### config.mk
export PLATFORM = sky130hd
export DESIGN_NAME = rc4_stream_cipher_top
export DESIGN_NICKNAME = d
export VERILOG_FILES = /design/src/sv/rc4_pkg.sv /design/src/sv/rc4_ram.sv /design/src/sv/rc4_seq.sv /design/src/sv/rc4_stream_cipher_top.sv
export SDC_FILE = /design/constraint.sdc
export NUM_CORES = 2
export LEC_CHECK = 0
export BUFFER_PORTS_ARGS = -buffer_cell sky130_fd_sc_hd__buf_2
export CORE_UTILIZATION = 53
export CTS_CLUSTER_DIAMETER = 100
export CTS_CLUSTER_SIZE = 24
export DETAILED_ROUTE_END_ITERATION = 8
export PLACE_DENSITY = 0.69
export SLEW_MARGIN = 30
export SYNTH_ARGS = -nofsm -noshare
export SYNTH_HDL_FRONTEND = slang
export SYNTH_SLANG_ARGS = --single-unit
### constraint.sdc
create_clock -name clock -period 5.55 [get_ports clock]
set_input_delay 0.2775 -clock clock [delete_from_list [all_inputs] [get_ports clock]]
set_output_delay 0.2775 -clock clock [all_outputs]
set_load 0.005 [all_outputs]
### src/sv/rc4_pkg.sv
// rc4_pkg: shared constants and types for the RC4 cipher block.
// No dependencies.

package rc4_pkg;

   localparam int STATE_SIZE    = 256;
   localparam int MAX_KEY_BYTES = 256;
   localparam int BYTE_W        = 8;
   localparam int IDX_W         = $clog2(STATE_SIZE);
   localparam int KEY_ADDR_W    = $clog2(MAX_KEY_BYTES);
   localparam int KEY_LEN_W     = KEY_ADDR_W + 1;

   localparam logic [IDX_W-1:0]     LAST_IDX = IDX_W'(STATE_SIZE - 1);
   localparam logic [KEY_LEN_W-1:0] KEY_FULL = KEY_LEN_W'(MAX_KEY_BYTES);

   localparam logic ACTION_LOAD_KEY = 1'b0;
   localparam logic ACTION_DATA     = 1'b1;

   typedef enum logic [3:0] {
      ST_FILL,
      ST_IDLE,
      ST_KS_RD,
      ST_KS_ACC,
      ST_KS_WK,
      ST_KS_WA,
      ST_DT_RJ,
      ST_DT_WI,
      ST_DT_WJ
   } state_type;

endpackage

### src/sv/rc4_ram.sv
// rc4_ram: generic single write port, single read port RAM, registered read.
// No dependencies.

module rc4_ram #(
   parameter int ADDR_W = 8,
   parameter int DATA_W = 8
) (
   input  logic              clock,
   input  logic              we,
   input  logic [ADDR_W-1:0] waddr,
   input  logic [DATA_W-1:0] wdata,
   input  logic [ADDR_W-1:0] raddr,
   output logic [DATA_W-1:0] rdata
);

   logic [DATA_W-1:0] mem_ff [2**ADDR_W];
   logic [DATA_W-1:0] rdata_ff;

   always_ff @(posedge clock) begin
      if (we) begin
         mem_ff[waddr] <= wdata;
      end
      rdata_ff <= mem_ff[raddr];
   end

   assign rdata = rdata_ff;

endmodule

### src/sv/rc4_seq.sv
// rc4_seq: sequencer, shared 8-bit adder, indices and result register.
// Depends on rc4_pkg; drives the permutation and key RAMs.

module rc4_seq import rc4_pkg::*; (
   input  logic                  clock,
   input  logic                  reset,
   input  logic                  req_valid,
   output logic                  req_stall,
   input  logic                  req_action,
   input  logic [BYTE_W-1:0]     req_byte_value,
   input  logic                  req_key_last,
   output logic                  rsp_valid,
   input  logic                  rsp_stall,
   output logic [BYTE_W-1:0]     rsp_cipher_byte,
   output logic [BYTE_W-1:0]     rsp_keystream_byte,
   output logic                  perm_we,
   output logic [IDX_W-1:0]      perm_waddr,
   output logic [BYTE_W-1:0]     perm_wdata,
   output logic [IDX_W-1:0]      perm_raddr,
   input  logic [BYTE_W-1:0]     perm_rdata,
   output logic                  key_we,
   output logic [KEY_ADDR_W-1:0] key_waddr,
   output logic [BYTE_W-1:0]     key_wdata,
   output logic [KEY_ADDR_W-1:0] key_raddr,
   input  logic [BYTE_W-1:0]     key_rdata
);

   state_type             state_ff, state_in;
   logic                  sched_ff, sched_in;
   logic [IDX_W-1:0]      cnt_ff, cnt_in;
   logic [IDX_W-1:0]      i_ff, i_in;
   logic [IDX_W-1:0]      j_ff, j_in;
   logic [IDX_W-1:0]      t_ff, t_in;
   logic [KEY_LEN_W-1:0]  klen_ff, klen_in;
   logic [KEY_ADDR_W-1:0] kidx_ff, kidx_in;
   logic [BYTE_W-1:0]     si_ff, si_in;
   logic [BYTE_W-1:0]     sj_ff, sj_in;
   logic [BYTE_W-1:0]     byte_ff, byte_in;
   logic                  rsp_valid_ff, rsp_valid_in;
   logic [BYTE_W-1:0]     cipher_ff, cipher_in;
   logic [BYTE_W-1:0]     ks_ff, ks_in;

   logic [BYTE_W-1:0]     add_a, add_b, add_c, add_sum;
   logic                  accept, out_free;
   logic [BYTE_W-1:0]     kb, ks_word;
   logic [KEY_LEN_W-1:0]  kidx_next;

   // shared adder, modulo 256
   assign add_sum = add_a + add_b + add_c;

   assign accept    = req_valid && !req_stall;
   assign out_free  = !rsp_valid_ff || !rsp_stall;
   assign kb        = (klen_ff == '0) ? '0 : key_rdata;
   assign kidx_next = {1'b0, kidx_ff} + KEY_LEN_W'(1);

   // keystream word after the swap: forward the freshly swapped entries
   always_comb begin
      if (t_ff == i_ff) begin
         ks_word = sj_ff;
      end else if (t_ff == j_ff) begin
         ks_word = si_ff;
      end else begin
         ks_word = perm_rdata;
      end
   end

   always_ff @(posedge clock) begin
      if (reset) begin
         state_ff     <= ST_FILL;
         sched_ff     <= 1'b0;
         cnt_ff       <= '0;
         i_ff         <= '0;
         j_ff         <= '0;
         klen_ff      <= '0;
         kidx_ff      <= '0;
         rsp_valid_ff <= 1'b0;
      end else begin
         state_ff     <= state_in;
         sched_ff     <= sched_in;
         cnt_ff       <= cnt_in;
         i_ff         <= i_in;
         j_ff         <= j_in;
         klen_ff      <= klen_in;
         kidx_ff      <= kidx_in;
         rsp_valid_ff <= rsp_valid_in;
      end
      t_ff      <= t_in;
      si_ff     <= si_in;
      sj_ff     <= sj_in;
      byte_ff   <= byte_in;
      cipher_ff <= cipher_in;
      ks_ff     <= ks_in;
   end

   always_comb begin
      state_in     = state_ff;
      sched_in     = sched_ff;
      cnt_in       = cnt_ff;
      i_in         = i_ff;
      j_in         = j_ff;
      t_in         = t_ff;
      klen_in      = klen_ff;
      kidx_in      = kidx_ff;
      si_in        = si_ff;
      sj_in        = sj_ff;
      byte_in      = byte_ff;
      cipher_in    = cipher_ff;
      ks_in        = ks_ff;
      rsp_valid_in = rsp_valid_ff && rsp_stall;

      add_a = i_ff;
      add_b = '0;
      add_c = '0;

      req_stall  = (state_ff != ST_IDLE);
      perm_we    = 1'b0;
      perm_waddr = cnt_ff;
      perm_wdata = cnt_ff;
      perm_raddr = cnt_ff;
      key_we     = 1'b0;
      key_waddr  = klen_ff[KEY_ADDR_W-1:0];
      key_wdata  = req_byte_value;
      key_raddr  = kidx_ff;

      case (state_ff)
         ST_FILL: begin
            perm_we = 1'b1;
            cnt_in  = cnt_ff + IDX_W'(1);
            if (cnt_ff == LAST_IDX) begin
               j_in    = '0;
               kidx_in = '0;
               state_in = sched_ff ? ST_KS_RD : ST_IDLE;
            end
         end
         ST_IDLE: begin
            add_a = i_ff;
            add_b = BYTE_W'(1);
            perm_raddr = add_sum;
            if (accept) begin
               if (req_action == ACTION_LOAD_KEY) begin
                  if (klen_ff != KEY_FULL) begin
                     key_we  = 1'b1;
                     klen_in = klen_ff + KEY_LEN_W'(1);
                  end
                  if (req_key_last) begin
                     sched_in = 1'b1;
                     cnt_in   = '0;
                     state_in = ST_FILL;
                  end
               end else begin
                  i_in     = add_sum;
                  byte_in  = req_byte_value;
                  state_in = ST_DT_RJ;
               end
            end
         end
         ST_KS_RD: begin
            state_in = ST_KS_ACC;
         end
         ST_KS_ACC: begin
            add_a = j_ff;
            add_b = perm_rdata;
            add_c = kb;
            perm_raddr = add_sum;
            si_in = perm_rdata;
            j_in  = add_sum;
            kidx_in = (kidx_next == klen_ff) ? '0 : kidx_next[KEY_ADDR_W-1:0];
            state_in = ST_KS_WK;
         end
         ST_KS_WK: begin
            perm_we    = 1'b1;
            perm_waddr = cnt_ff;
            perm_wdata = perm_rdata;
            state_in   = ST_KS_WA;
         end
         ST_KS_WA: begin
            perm_we    = 1'b1;
            perm_waddr = j_ff;
            perm_wdata = si_ff;
            cnt_in     = cnt_ff + IDX_W'(1);
            if (cnt_ff == LAST_IDX) begin
               i_in     = '0;
               j_in     = '0;
               klen_in  = '0;
               sched_in = 1'b0;
               state_in = ST_IDLE;
            end else begin
               state_in = ST_KS_RD;
            end
         end
         ST_DT_RJ: begin
            add_a = j_ff;
            add_b = perm_rdata;
            perm_raddr = add_sum;
            si_in = perm_rdata;
            j_in  = add_sum;
            state_in = ST_DT_WI;
         end
         ST_DT_WI: begin
            add_a = si_ff;
            add_b = perm_rdata;
            perm_we    = 1'b1;
            perm_waddr = i_ff;
            perm_wdata = perm_rdata;
            perm_raddr = add_sum;
            sj_in = perm_rdata;
            t_in  = add_sum;
            state_in = ST_DT_WJ;
         end
         ST_DT_WJ: begin
            perm_we    = 1'b1;
            perm_waddr = j_ff;
            perm_wdata = si_ff;
            perm_raddr = t_ff;
            if (out_free) begin
               rsp_valid_in = 1'b1;
               ks_in        = ks_word;
               cipher_in    = byte_ff ^ ks_word;
               state_in     = ST_IDLE;
            end
         end
         default: begin
            state_in = ST_IDLE;
         end
      endcase
   end

   assign rsp_valid          = rsp_valid_ff;
   assign rsp_cipher_byte    = cipher_ff;
   assign rsp_keystream_byte = ks_ff;

endmodule

### src/sv/rc4_stream_cipher_top.sv
// RC4 stream cipher top level: permutation RAM, key RAM and sequencer.
// Depends on rc4_pkg, rc4_ram and rc4_seq.
// Data beat: ST_DT_RJ, ST_DT_WI, ST_DT_WJ; result registered in ST_DT_WJ, held there
// by a result stall; no new beat before ST_IDLE, as the single permutation RAM port
// serves three reads and a two-write swap. Key beat: stored in ST_IDLE; last key
// beat: identity fill plus schedule. Reset: synchronous; then identity fill, req_stall high.

module rc4_stream_cipher_top import rc4_pkg::*; (
   input  logic              clock,
   input  logic              reset,
   input  logic              req_valid,
   output logic              req_stall,
   input  logic              req_action,
   input  logic [BYTE_W-1:0] req_byte_value,
   input  logic              req_key_last,
   output logic              rsp_valid,
   input  logic              rsp_stall,
   output logic [BYTE_W-1:0] rsp_cipher_byte,
   output logic [BYTE_W-1:0] rsp_keystream_byte
);

   logic                  perm_we;
   logic [IDX_W-1:0]      perm_waddr;
   logic [BYTE_W-1:0]     perm_wdata;
   logic [IDX_W-1:0]      perm_raddr;
   logic [BYTE_W-1:0]     perm_rdata;
   logic                  key_we;
   logic [KEY_ADDR_W-1:0] key_waddr;
   logic [BYTE_W-1:0]     key_wdata;
   logic [KEY_ADDR_W-1:0] key_raddr;
   logic [BYTE_W-1:0]     key_rdata;

   rc4_ram #(.ADDR_W(IDX_W), .DATA_W(BYTE_W)) u_perm_ram (
      .clock (clock),
      .we    (perm_we),
      .waddr (perm_waddr),
      .wdata (perm_wdata),
      .raddr (perm_raddr),
      .rdata (perm_rdata)
   );

   rc4_ram #(.ADDR_W(KEY_ADDR_W), .DATA_W(BYTE_W)) u_key_ram (
      .clock (clock),
      .we    (key_we),
      .waddr (key_waddr),
      .wdata (key_wdata),
      .raddr (key_raddr),
      .rdata (key_rdata)
   );

   rc4_seq u_seq (
      .clock              (clock),
      .reset              (reset),
      .req_valid          (req_valid),
      .req_stall          (req_stall),
      .req_action         (req_action),
      .req_byte_value     (req_byte_value),
      .req_key_last       (req_key_last),
      .rsp_valid          (rsp_valid),
      .rsp_stall          (rsp_stall),
      .rsp_cipher_byte    (rsp_cipher_byte),
      .rsp_keystream_byte (rsp_keystream_byte),
      .perm_we            (perm_we),
      .perm_waddr         (perm_waddr),
      .perm_wdata         (perm_wdata),
      .perm_raddr         (perm_raddr),
      .perm_rdata         (perm_rdata),
      .key_we             (key_we),
      .key_waddr          (key_waddr),
      .key_wdata          (key_wdata),
      .key_raddr          (key_raddr),
      .key_rdata          (key_rdata)
   );

endmodule

==> flow_summary.toml <==
[worst_setup_path]
critical_path.max_fanout = 13
crit_path_max_incr_delay_ns = 0.46
crit_required_ns = 6.35
crit_top_cell = "buf_4"
crit_type = "register to register"
worstPathArrival_ns = 6.29
critPathLaunchType = "register"
slowest_stage = "fa_2"
crit_chain = "inv_2 -> ha_2 -> or3b_1 -> and4b_1 -> nor2_2 -> and2_1 -> fa_2 -> ha_2 -> fa_2 -> xor2_2 -> and3_4 -> a221o_4 -> buf_12 -> nor2_4 -> buf_4 -> buf_4 -> a32oi_1 -> o21ai_0 -> a21oi_1 -> o211ai_1 -> a32oi_1 -> buf_4 -> o311a_1"
worst_setup_path_end_kind = "register"

[synth]
synth_compound_area_share_pct = 3.300
synth_top_area_cell = "edfxtp_1"
synth_top_family_by_area = "multiplexers"
synth-seq-cells = 4207
synth_top_area_share_pct = 74.87
async_reset_ff_share_pct = 0
synth_area_leaders = "edfxtp_1 75%, mux4_2 9.6%, nand2_1 3.8%, nand3_1 1.8%, nor2_1 1.4%"
yosysWarnings = 0
synth.area.mux_share_pct = 10.18
syn_nets = 9958
synth_edf_count = 4144
synth_xor_area_share_pct = 0.2981
ys.flop_type = "edfxtp_1"
synth-simple-area-share_pct = 8.578
synth_adder_area_share_pct = 0.1867
synth_cell_types = 83
synth_seq_area_share_pct = 75.63
syn_area_per_cell_um2 = 16.75
netlist_area_um2 = 166200
syn_inst = 9924

[global_routing]
grt_max_degree = 170
track_usage_pct = 26.85
grt_overflow = 0
grt_pass1_vias = 89200
antenna_found_initial = 15
grt_pass1_wl_mm = 620.8

[sta]
holdWs_ns = -0.003847
clock_skew_ns = 0.04449
tns_ns = 0
finalWorstSetupSlack_ns = 0.06695
setup_violations = 0
slew_viol_final = 0
fmax_ghz = 0.1824
final_hold_viol_count = 6
max_slew_margin_pct = 26.23
tightest_slew_ns = 1.100
min_period_over_period_pct = 98.79
min_period_ns = 5.483

[power]
power_uw = 53560
p_leak_uw = 0.05766
vdd_drop_max_mv = 0.3330
powerDensity_nw_per_um2 = 295.6

[clock_tree]
cts_buffers = 199
clock_sinks = 4207
clk-insertion-delay-late_ns = 0.93
clk_pin_slew_ns = 0.09
cts_tree = "yes"
cts-root-buf = "clkbuf_16"
clock_path_buffers = 4
cts_max_level = 4

[placement]
dp_cells = 14060
place_ws_ns = -0.4861
port_buffers = 31
place_congestion = 0.9362
place_hpwl_mm = 266.4

[layout]
layout_common_cells = "4144 x edfxtp_1, 1688 x nand2_1, 706 x mux4_2"
drive_above_1_share_pct = 16.77
syn2layout_area_growth_pct = 9.009
nNetsFinal = 10200
stdcell_count = 14380
final_common_cell = "edfxtp_1"

[drt]
via_count = 92700
drtIter0Drc = 13520
wirelength_mm = 429.6
drt-wirelength-per-cell_um = 29.88
first_pass_iters = 6
drc = 0
viasPerCell = 6.446
postRouteAntennaNets = 0

[floorplanning]
rows = 205
dieWidth_um = 562.0
core_area_um2 = 311900
initial_core_util_pct = 53.29
io_pins = 32
fp.dieH_um = 562.0
dieArea_um2 = 315800

[status]
violations = "hold timing"
status = "finished with violations"

[hold_path]
hold_class = "input port to register"

[job]
cap_violations = 0
## critical path: cells and delay by family, from the launching register on
kind | cells | cell delay, ns
buf+inv | 5 | 0.86
fa+ha+maj | 4 | 1.17
xor+xnor | 1 | 0.20
flops | 1 | 0.34
compound gates | 7 | 1.55
simple gates | 6 | 1.24
## per-stage QoR
stage	instance area [µm²]	hold WS (ns)	util, %
2_1_floorplan	166200	0.3764	-
3_3_place_gp	174800	0.4832	56.03
3_5_place_dp	174800	0.4900	56.04
4_1_cts	180600	0.008357	57.90
5_1_grt	181200	0.05157	58.08
6_report	181200	-0.003847	58.09
## cells in the mapped netlist (all sizes together), types with 8 or more instances
library cell / number
nor2: 622
and3: 130
a22o: 8
a311oi: 29
nor4: 34
nand3: 598
xnor2: 16
clkbuf: 266
fa: 8
buf: 373
a222oi: 16
or3: 29
and4: 21
xor2: 38
nor3: 32
o32ai: 8
a2111oi: 8
inv: 34
o22ai: 55
o2111ai: 11
dfxtp: 63
mux2i: 99
nand4: 57
a32oi: 48
a21oi: 332
or4: 22
nand2b: 9
ha: 12
a211oi: 45
o211ai: 18
a21o: 10
nand2: 1694
and2: 9
edfxtp: 4144
a31oi: 120
o311ai: 8
mux4: 706
o21ai: 69
a22oi: 23
nor2b: 20
## path summary, 6_finish.rpt
check                                       start                        to  slack (ns)  cells after the start
worst min-delay path            req_byte_value[2]  u_key_ram.mem_ff[222][2]      -0.004                      1
worst min register to register   u_seq.klen_ff[8]          u_seq.klen_ff[8]        0.52                      2
worst max register to register   u_seq.klen_ff[0]       u_perm_ram.rdata[4]        0.07                     23
worst max-delay path             u_seq.klen_ff[0]       u_perm_ram.rdata[4]        0.07                     23
## timing repair
item                                   4_1_cts  5_1_grt
buffers inserted                             6       19
gates resized for setup                     47       57
hold buffers                                10        1
gates cloned                                 0        2
setup endpoints to repair                    8        8
endpoints found under the hold margin       70       28
pin swaps                                    7       27
## where the power goes
part	internal [µW]	switching [µW]	leakage, µW	total, µW
Clock	6720	9520	0.00263	16200
Combinational	708	1780	0.0161	2490
Sequential	34800	58.9	0.0390	34800
Total	42200	11400	0.0577	53600
## metal layers
metal / track usage, % / share of wire [%]
met2: 42.68 / 48
met3: 4.006 / 9.5
met1: 37.66 / 38
met5: 0 / 0.027
met4: 10.94 / 4.7
## cells by family after synthesis
logic type | after synthesis
XOR/XNOR | 55
AND/OR/NAND/NOR | 3305
adder cells (fa/ha/maj) | 20
buffers and inverters | 673
flip-flops | 4207
multiplexers | 808
AO/OA/AOI/OAI | 856
## registers in the layout, indices dropped and copies added, names as in the netlist
| register | cells |
|---|---|
| u_seq.j_ff | 8 |
| u_seq.cnt_ff | 8 |
| u_seq.key_raddr | 8 |
| u_seq.rsp_valid | 1 |
| u_perm_ram.mem_ff | 2048 |
| u_seq.state_ff | 4 |
| u_perm_ram.rdata | 8 |
| u_seq.i_ff | 8 |
| u_key_ram.rdata | 8 |
| u_key_ram.mem_ff | 2048 |
| u_seq.rsp_keystream_byte | 8 |
| u_seq.byte_ff | 8 |
| u_seq.sched_ff | 1 |
| u_seq.t_ff | 8 |
| u_seq.rsp_cipher_byte | 8 |
| u_seq.sj_ff | 8 |
| u_seq.si_ff | 8 |
| u_seq.klen_ff | 9 |
## cell type report
| type | count | area, µm² |
|---|---|---|
| fillers | 22980 | 130700 |
| clock inverters | 11 | 151.4 |
| flip-flops and latches | 4207 | 125700 |
| repair buffers | 679 | 6569 |
| inverters | 34 | 187.7 |
| clock buffers | 258 | 5265 |
| multi-input cells | 5044 | 38080 |
| well taps | 4140 | 5180 |
| diodes | 7 | 17.52 |
No activity file was read; power rests on OpenSTA's default activity.
